## config.mk

```make
export PLATFORM = sky130hd
export DESIGN_NAME = keypad_matrix_change_reporter_core
export DESIGN_NICKNAME = d
export VERILOG_FILES = /design/src/rtl/kmcr_pkg.sv /design/src/rtl/keypad_matrix_change_reporter_core.sv
export SDC_FILE = /design/constraint.sdc
export NUM_CORES = 1
export LEC_CHECK = 0
export BUFFER_PORTS_ARGS = -buffer_cell sky130_fd_sc_hd__buf_2
export CORE_MARGIN = 2
export CORE_UTILIZATION = 60
export CTS_CLUSTER_DIAMETER = 150
export DETAILED_ROUTE_END_ITERATION = 10
export PLACE_DENSITY = 0.79
export SLEW_MARGIN = 20
export SYNTH_ARGS = -nofsm -noshare
export SYNTH_HDL_FRONTEND = slang
export SYNTH_SLANG_ARGS = --single-unit
export TNS_END_PERCENT = 5
```

## constraint.sdc

```tcl
create_clock -name clk -period 19.3 [get_ports clk]
set_input_delay 3.86 -clock clk [delete_from_list [all_inputs] [get_ports clk]]
set_output_delay 3.86 -clock clk [all_outputs]
set_load 0.01 [all_outputs]
```

## src/rtl/kmcr_pkg.sv

```systemverilog
`timescale 1ns / 1ps
`default_nettype none
// ----------------------------------------------------------------------------
// kmcr_pkg
// Types, defaults and helpers for the keypad matrix change reporter.
// ----------------------------------------------------------------------------
package kmcr_pkg;

    localparam int PORT_COUNT_DEF       = 3;
    localparam int COLUMNS_PER_PORT_DEF = 4;
    localparam int ROWS_PER_COLUMN_DEF  = 8;

    localparam int WORD_W   = 32;
    localparam int CFG_W    = 4;
    localparam int CFG_IDX_W = 2;

    // configuration register indexes
    localparam logic [CFG_IDX_W-1:0] REG_ROW_COUNT    = 2'd0;
    localparam logic [CFG_IDX_W-1:0] REG_COLUMN_COUNT = 2'd1;

    localparam logic [CFG_W-1:0] ROW_COUNT_RST    = 4'd8;
    localparam logic [CFG_W-1:0] COLUMN_COUNT_RST = 4'd12;

    typedef struct packed {
        logic [1:0]        port_index;
        logic [WORD_W-1:0] raw_port_word;
    } in_item_t;

    typedef struct packed {
        logic       event_valid;
        logic [2:0] key_row;
        logic [3:0] key_column;
        logic [6:0] scan_code;
        logic       key_down;
        logic       scan_done;
        logic       matrix_empty;
        logic       last_of_run;
    } out_item_t;

    // ceil(log2(cols)) for a 4-bit column count
    function automatic logic [2:0] code_shift(input logic [3:0] cols);
        logic [2:0] sh;
        sh = 3'd0;
        for (int s = 0; s < 4; s++)
        begin
            if ((5'd1 << s) < {1'b0, cols})
            begin
                sh = 3'(s + 1);
            end
        end
        return sh;
    endfunction

endpackage : kmcr_pkg
`default_nettype wire

```

## src/rtl/keypad_matrix_change_reporter_core.sv

```systemverilog
`timescale 1ns / 1ps
`default_nettype none
// ----------------------------------------------------------------------------
// keypad_matrix_change_reporter_core
// Masks an accepted port word, diffs it against the stored port state and walks
// the change word one bit per cycle (a changed bit waits while the output is
// full), emitting one event per changed key, or one empty result if none changed.
// The diff and the masked word are registered into the change and key-state shift
// registers on accept; each result is then loaded into the output register. A new
// port word is accepted only in idle, once the walk has passed the highest changed bit.
// Reset: no keys held, row_count 8, column_count 12; no clearing pass.
// ----------------------------------------------------------------------------
module keypad_matrix_change_reporter_core #(
    parameter int PORT_COUNT       = kmcr_pkg::PORT_COUNT_DEF,
    parameter int COLUMNS_PER_PORT = kmcr_pkg::COLUMNS_PER_PORT_DEF,
    parameter int ROWS_PER_COLUMN  = kmcr_pkg::ROWS_PER_COLUMN_DEF
) (
    input  wire                                  clk,
    input  wire                                  rst_n,
    input  wire                                  in_valid,
    output logic                                 in_ready,
    input  kmcr_pkg::in_item_t                   in_item,
    output logic                                 out_valid,
    input  wire                                  out_ready,
    output kmcr_pkg::out_item_t                  out_item,
    input  wire                                  cfg_valid,
    output logic                                 cfg_ready,
    input  wire  [kmcr_pkg::CFG_IDX_W-1:0]       cfg_index,
    input  wire  [kmcr_pkg::CFG_W-1:0]           cfg_data
);
    import kmcr_pkg::*;

    localparam int MAX_COLS = PORT_COUNT * COLUMNS_PER_PORT;
    localparam int PIDX_W   = (PORT_COUNT > 1) ? $clog2(PORT_COUNT) : 1;

    localparam logic [0:0] ST_IDLE = 1'b0;
    localparam logic [0:0] ST_SCAN = 1'b1;

    logic [0:0]        state_reg, state_next;
    logic [CFG_W-1:0]  row_count_reg, column_count_reg;
    logic [WORD_W-1:0] prev_state_reg [PORT_COUNT];
    logic              held_reg, held_next;

    logic [WORD_W-1:0] pend_reg, pend_next;
    logic [WORD_W-1:0] keyst_reg, keyst_next;
    logic [5:0]        base_reg, base_next;
    logic [2:0]        shift_reg, shift_next;
    logic              done_reg, done_next;
    logic              empty_reg, empty_next;
    logic              range_reg, range_next;
    logic [2:0]        row_reg, row_next;
    logic [1:0]        slice_reg, slice_next;

    logic              out_valid_reg, out_valid_next;
    out_item_t         out_item_reg, out_item_next;

    logic [3:0]        eff_rows, eff_cols;
    logic [7:0]        row_bits;
    logic [5:0]        in_base;
    logic              in_range, in_done, held_acc, accept, out_free;
    logic [PIDX_W-1:0] in_pidx;
    logic [WORD_W-1:0] col_mask, cur_word, prev_rd;
    logic [3:0]        ev_col;

    assign in_ready  = (state_reg == ST_IDLE);
    assign cfg_ready = 1'b1;
    assign out_valid = out_valid_reg;
    assign out_item  = out_item_reg;
    assign accept    = in_valid && in_ready;
    assign out_free  = !out_valid_reg || out_ready;

    // clamp configuration to the wired range
    always_comb
    begin
        if (row_count_reg == 4'd0)
            eff_rows = 4'd1;
        else if (int'(row_count_reg) > ROWS_PER_COLUMN)
            eff_rows = 4'(ROWS_PER_COLUMN);
        else
            eff_rows = row_count_reg;

        if (column_count_reg == 4'd0)
            eff_cols = 4'd1;
        else if (int'(column_count_reg) > MAX_COLS)
            eff_cols = 4'(MAX_COLS);
        else
            eff_cols = column_count_reg;
    end

    assign row_bits = 8'((9'd1 << eff_rows) - 9'd1);
    assign in_base  = 6'(in_item.port_index) * 6'(COLUMNS_PER_PORT);
    assign in_range = (in_base < {2'b00, eff_cols})
                      && (int'(in_item.port_index) < PORT_COUNT);
    assign in_done  = (7'(in_base) + 7'(COLUMNS_PER_PORT)) >= {3'b000, eff_cols};
    assign in_pidx  = PIDX_W'(in_item.port_index);

    always_comb
    begin
        col_mask = '0;
        for (int s = 0; s < COLUMNS_PER_PORT; s++)
        begin
            if ((in_base + 6'(s)) < {2'b00, eff_cols})
            begin
                col_mask[s*ROWS_PER_COLUMN +: ROWS_PER_COLUMN] = row_bits[ROWS_PER_COLUMN-1:0];
            end
        end
    end

    assign cur_word = ~in_item.raw_port_word & col_mask;
    assign prev_rd  = prev_state_reg[in_pidx];
    assign held_acc = ((in_item.port_index == 2'd0) ? 1'b0 : held_reg) | (cur_word != '0);
    assign ev_col   = 4'(base_reg + 6'(slice_reg));

    always_comb
    begin
        state_next     = state_reg;
        held_next      = held_reg;
        pend_next      = pend_reg;
        keyst_next     = keyst_reg;
        base_next      = base_reg;
        shift_next     = shift_reg;
        done_next      = done_reg;
        empty_next     = empty_reg;
        range_next     = range_reg;
        row_next       = row_reg;
        slice_next     = slice_reg;
        out_valid_next = out_valid_reg && !out_ready;
        out_item_next  = out_item_reg;

        case (state_reg)
            ST_IDLE:
            begin
                if (accept)
                begin
                    range_next = in_range;
                    pend_next  = in_range ? (cur_word ^ prev_rd) : '0;
                    keyst_next = cur_word;
                    base_next  = in_base;
                    shift_next = code_shift(eff_cols);
                    done_next  = in_range && in_done;
                    empty_next = in_range && in_done && !held_acc;
                    row_next   = 3'd0;
                    slice_next = 2'd0;
                    if (in_range)
                        held_next = in_done ? 1'b0 : held_acc;
                    state_next = ST_SCAN;
                end
            end
            ST_SCAN:
            begin
                if (pend_reg == '0)
                begin
                    // no change or ignored port: one empty result
                    if (out_free)
                    begin
                        out_valid_next = 1'b1;
                        out_item_next  = '0;
                        out_item_next.scan_done    = done_reg;
                        out_item_next.matrix_empty = empty_reg;
                        out_item_next.last_of_run  = 1'b1;
                        state_next = ST_IDLE;
                    end
                end
                else if (!pend_reg[0] || out_free)
                begin
                    if (pend_reg[0])
                    begin
                        out_valid_next = 1'b1;
                        out_item_next.event_valid  = 1'b1;
                        out_item_next.key_row      = row_reg;
                        out_item_next.key_column   = ev_col;
                        out_item_next.scan_code    =
                            7'((8'(row_reg) << shift_reg) + 8'(ev_col));
                        out_item_next.key_down     = keyst_reg[0];
                        out_item_next.scan_done    = done_reg;
                        out_item_next.matrix_empty = empty_reg;
                        out_item_next.last_of_run  = (pend_reg[WORD_W-1:1] == '0);
                        if (pend_reg[WORD_W-1:1] == '0)
                            state_next = ST_IDLE;
                    end
                    pend_next  = pend_reg >> 1;
                    keyst_next = keyst_reg >> 1;
                    if (row_reg == 3'(ROWS_PER_COLUMN - 1))
                    begin
                        row_next   = 3'd0;
                        slice_next = slice_reg + 2'd1;
                    end
                    else
                    begin
                        row_next = row_reg + 3'd1;
                    end
                end
            end
            default:
            begin
                state_next = ST_IDLE;
            end
        endcase
    end

    always_ff @(posedge clk or negedge rst_n)
    begin
        if (!rst_n)
        begin
            state_reg        <= ST_IDLE;
            held_reg         <= 1'b0;
            out_valid_reg    <= 1'b0;
            row_count_reg    <= ROW_COUNT_RST;
            column_count_reg <= COLUMN_COUNT_RST;
            for (int p = 0; p < PORT_COUNT; p++)
            begin
                prev_state_reg[p] <= '0;
            end
        end
        else
        begin
            state_reg     <= state_next;
            held_reg      <= held_next;
            out_valid_reg <= out_valid_next;
            if (cfg_valid && cfg_ready)
            begin
                if (cfg_index == REG_ROW_COUNT)
                    row_count_reg <= cfg_data;
                else if (cfg_index == REG_COLUMN_COUNT)
                    column_count_reg <= cfg_data;
            end
            if (accept && in_range)
                prev_state_reg[in_pidx] <= cur_word;
        end
    end

    always_ff @(posedge clk)
    begin
        pend_reg     <= pend_next;
        keyst_reg    <= keyst_next;
        base_reg     <= base_next;
        shift_reg    <= shift_next;
        done_reg     <= done_next;
        empty_reg    <= empty_next;
        range_reg    <= range_next;
        row_reg      <= row_next;
        slice_reg    <= slice_next;
        out_item_reg <= out_item_next;
    end

    // an accepted beat always starts a walk
    a_accept_scan: assert property (@(posedge clk) disable iff (!rst_n)
        accept |=> (state_reg == ST_SCAN))
        else $error("accepted beat did not start a scan");

    // a result is only produced by the walk
    a_load_in_scan: assert property (@(posedge clk) disable iff (!rst_n)
        (out_valid_reg && !$past(out_valid_reg)) |-> ($past(state_reg) == ST_SCAN))
        else $error("result loaded outside scan");

    // the final result of a run ends the walk
    a_last_ends: assert property (@(posedge clk) disable iff (!rst_n)
        (state_reg == ST_SCAN && state_next == ST_IDLE) |-> out_item_next.last_of_run)
        else $error("walk ended without last_of_run");

    // ignored ports never report a key change
    a_range_quiet: assert property (@(posedge clk) disable iff (!rst_n)
        (state_reg == ST_SCAN && !range_reg) |-> (pend_reg == '0))
        else $error("change pending for ignored port");

endmodule : keypad_matrix_change_reporter_core
`default_nettype wire

```

==> impl_metrics.env <==
export IMPL_routedWlPerCell_um=18.7
export IMPL_dpl_instance_area_um2=10100
export IMPL_p_per_area_nw_per_um2=126
export IMPL_synth_cells=919
export IMPL_final_common_cell="nand2_1"
export IMPL_timing_fmax_mhz=144
export IMPL_layout_common_cells="nand2_1 (161), o21ai_0 (146), dfrtp_1 (103), edfxtp_1 (95), buf_2 (64)"
export IMPL_dp_hpwl_mm=14.2
export IMPL_ff2ff_setup_slack_ns=15.75
export IMPL_grt_pass1_vias=6690
export IMPL_vias=7137
export IMPL_cts_sinks=202
export IMPL_synth_warning_count=0
export IMPL_cts_resized=0
export IMPL_path_class="input pin to flip-flop"
export IMPL_first_pass_iters=5
export IMPL_synth_area_um2=9670
export IMPL_slew_headroom_pct=29.3
export IMPL_finalHoldViolations=0
export IMPL_worst_setup_path_start_kind="input pin"
export IMPL_synth_seq_cells=202
export IMPL_fin_crit_sh_pct=36.1
export IMPL_nets=1021
export IMPL_status="finished clean"
export IMPL_drt_iter0_drc=611
export IMPL_max_slew_worst_pin_slew_ns=1.06
export IMPL_largest_reg_flops=96
export IMPL_final_core_util_pct=68.3
export IMPL_skew_ns=0.0139
export IMPL_ys_flop_type="dfrtp_1"
export IMPL_h_tree_depth=1
export IMPL_fin_area_um2=10800
export IMPL_drive_gt1_share_pct=13.9
export IMPL_numCtsBuffers=22
export IMPL_async_flop_share_pct=53.0
export IMPL_syn2layout_area_growth_pct=11.9
export IMPL_synth_edf_count=95
export IMPL_grt_usage_pct=26.8
export IMPL_core_area_um2=15800
export IMPL_cp_max_fo=39
export IMPL_fill_cells=1189
export IMPL_initial_core_util_pct=61.1
export IMPL_rsz0062_at_grt="no"
export IMPL_io_buffers=65
export IMPL_ys_types=58
export IMPL_grt_pass1_wl_mm=35.5
export IMPL_cts_hold_buf=0
export IMPL_routed_wl_mm=22.3
export IMPL_antenna_found_initial=1
export IMPL_p_leak_nw=4.52
export IMPL_vias_per_cell=5.99
export IMPL_layout_min_cycle_time_ns=6.96
export IMPL_rows=46
export IMPL_diodes=0
export IMPL_fp_dieH_um=131
export IMPL_clk_latency_ns=0.50
export IMPL_hp_class="flip-flop to flip-flop"
export IMPL_drc_errors=0
export IMPL_whs_ns=0.432
export IMPL_grt_max_degree=92
export IMPL_grt_overflow_total=0
export IMPL_finalSetupTns_ns=0
export IMPL_pin_count=67
export IMPL_required_ns=19.55
export IMPL_setup_violations=0
export IMPL_cts_root_buffer_cell="clkbuf_16"
export IMPL_clock_path_buffers=3
export IMPL_ir_drop_v=0.000103
export IMPL_slew_violations=0
export IMPL_cp_arrival_ns=7.21
export IMPL_dieArea_um2=17100
export IMPL_synth_seq_area_share_pct=57.3
export IMPL_antenna_left=0
export IMPL_synth_area_per_cell_um2=10.5
export IMPL_drv_cap=0
export IMPL_end_kind="flip-flop"
export IMPL_clk_pin_slew_worst_paths_ns=0.06
export IMPL_tritoncts="yes"
export IMPL_die_w_um=131
export IMPL_post_cts_setup_buffers=0
export IMPL_gp_congestion=0.878
## layer usage
metal | routed length [um] | part of all wire [%] | GRT usage [%]
met3 | 1930 | 8.6 | 6.15
met5 | 13 | 0.058 | 0
met2 | 10400 | 47 | 42.1
met1 | 9330 | 42 | 37.6
met4 | 608 | 2.7 | 8.26
## report_power, final
part | switching [mW] | total, mW | internal, mW
Sequential | 0.0599 | 0.659 | 0.599
Combinational | 0.176 | 0.288 | 0.112
Clock | 0.166 | 0.416 | 0.250
## final cells by class
type,instances,area [um^2],area share [%]
Multi-Input combinational cell,646,3860,35.7
Sequential cell,202,5540,51.2
Clock buffer,33,623,5.76
Tap cell,216,270,2.50
Clock inverter,7,87.6,0.810
Inverter,15,56.3,0.521
Timing Repair Buffer,72,380,3.52
## cells by family (layout without fill, tap and decap cells)
kind of cell | Yosys count | in the layout | synth area share (%)
buffers and inverters | 72 | 127 | 3.16
XOR/XNOR | 37 | 37 | 3.35
other | 1 | 2 | 0.0388
AND/OR/NAND/NOR | 302 | 302 | 14.5
multiplexers | 45 | 45 | 4.79
adder cells (fa/ha/maj) | 17 | 17 | 2.36
AO/OA/AOI/OAI | 243 | 243 | 14.5
flip-flops | 202 | 202 | 57.3
## synthesized netlist by cell type (2+ instances only)
master	instances	area share (%)
nand2_1	161	6.3
o21ai_0	147	7.6
dfrtp_1	104	27
edfxtp_1	95	30
nor2_1	46	1.8
a21oi_1	38	2.0
clkbuf_1	38	1.5
mux2i_1	35	3.6
xnor2_1	27	2.4
or3_1	22	1.4
o31ai_1	21	1.6
buf_2	16	0.83
ha_1	15	1.9
nor2b_1	15	0.97
inv_1	14	0.54
a22o_1	13	1.2
mux2_2	10	1.2
nor3_1	10	0.52
xor2_1	10	0.91
nand2b_1	9	0.58
nor4_1	7	0.45
or4_1	5	0.39
a21o_1	4	0.31
and3_1	3	0.19
dfstp_2	3	0.82
nand2_2	3	0.19
nand3b_1	3	0.23
nand4_1	3	0.19
o221a_2	3	0.35
o22ai_1	3	0.19
or2_2	3	0.19
and2_1	2	0.13
buf_4	2	0.16
fa_1	2	0.41
nand3_1	2	0.10
nor3b_1	2	0.16
o21bai_1	2	0.16
## metrics by stage
step	setup slack (ns)	total power, mW	std cells
finish	12.34	1.36	1191
global route	12.02	1.43	1191
CTS	12.40	1.36	1191
detailed placement	11.90	0.945	1151
global placement	12.05	0.933	1151
floorplan	9.95	0.854	920
## worst max-delay path, stage by stage
cell      delay (ns)
buf_2           0.62
inv_1           0.27
ha_1            0.41
nand2b_1        0.19
o221ai_2        0.38
inv_2           0.10
nand2_1         0.65
nor2_1          0.41
a22o_1          0.29
## path summary, 6_finish.rpt
check                                          end           startpoint  depth (start not counted)
worst max-delay path                   pend_reg[3]          in_item[32]                          9
worst min-delay path                   out_item[1]            empty_reg                          0
worst max register to register         pend_reg[3]  column_count_reg[3]                          8
worst min register to register         out_item[1]            empty_reg                          0
max in group asynchronous                state_reg                rst_n                          2
min in group asynchronous       prev_state_reg[85]                rst_n                          1
Note: power is estimated with default switching activity, not from simulation.
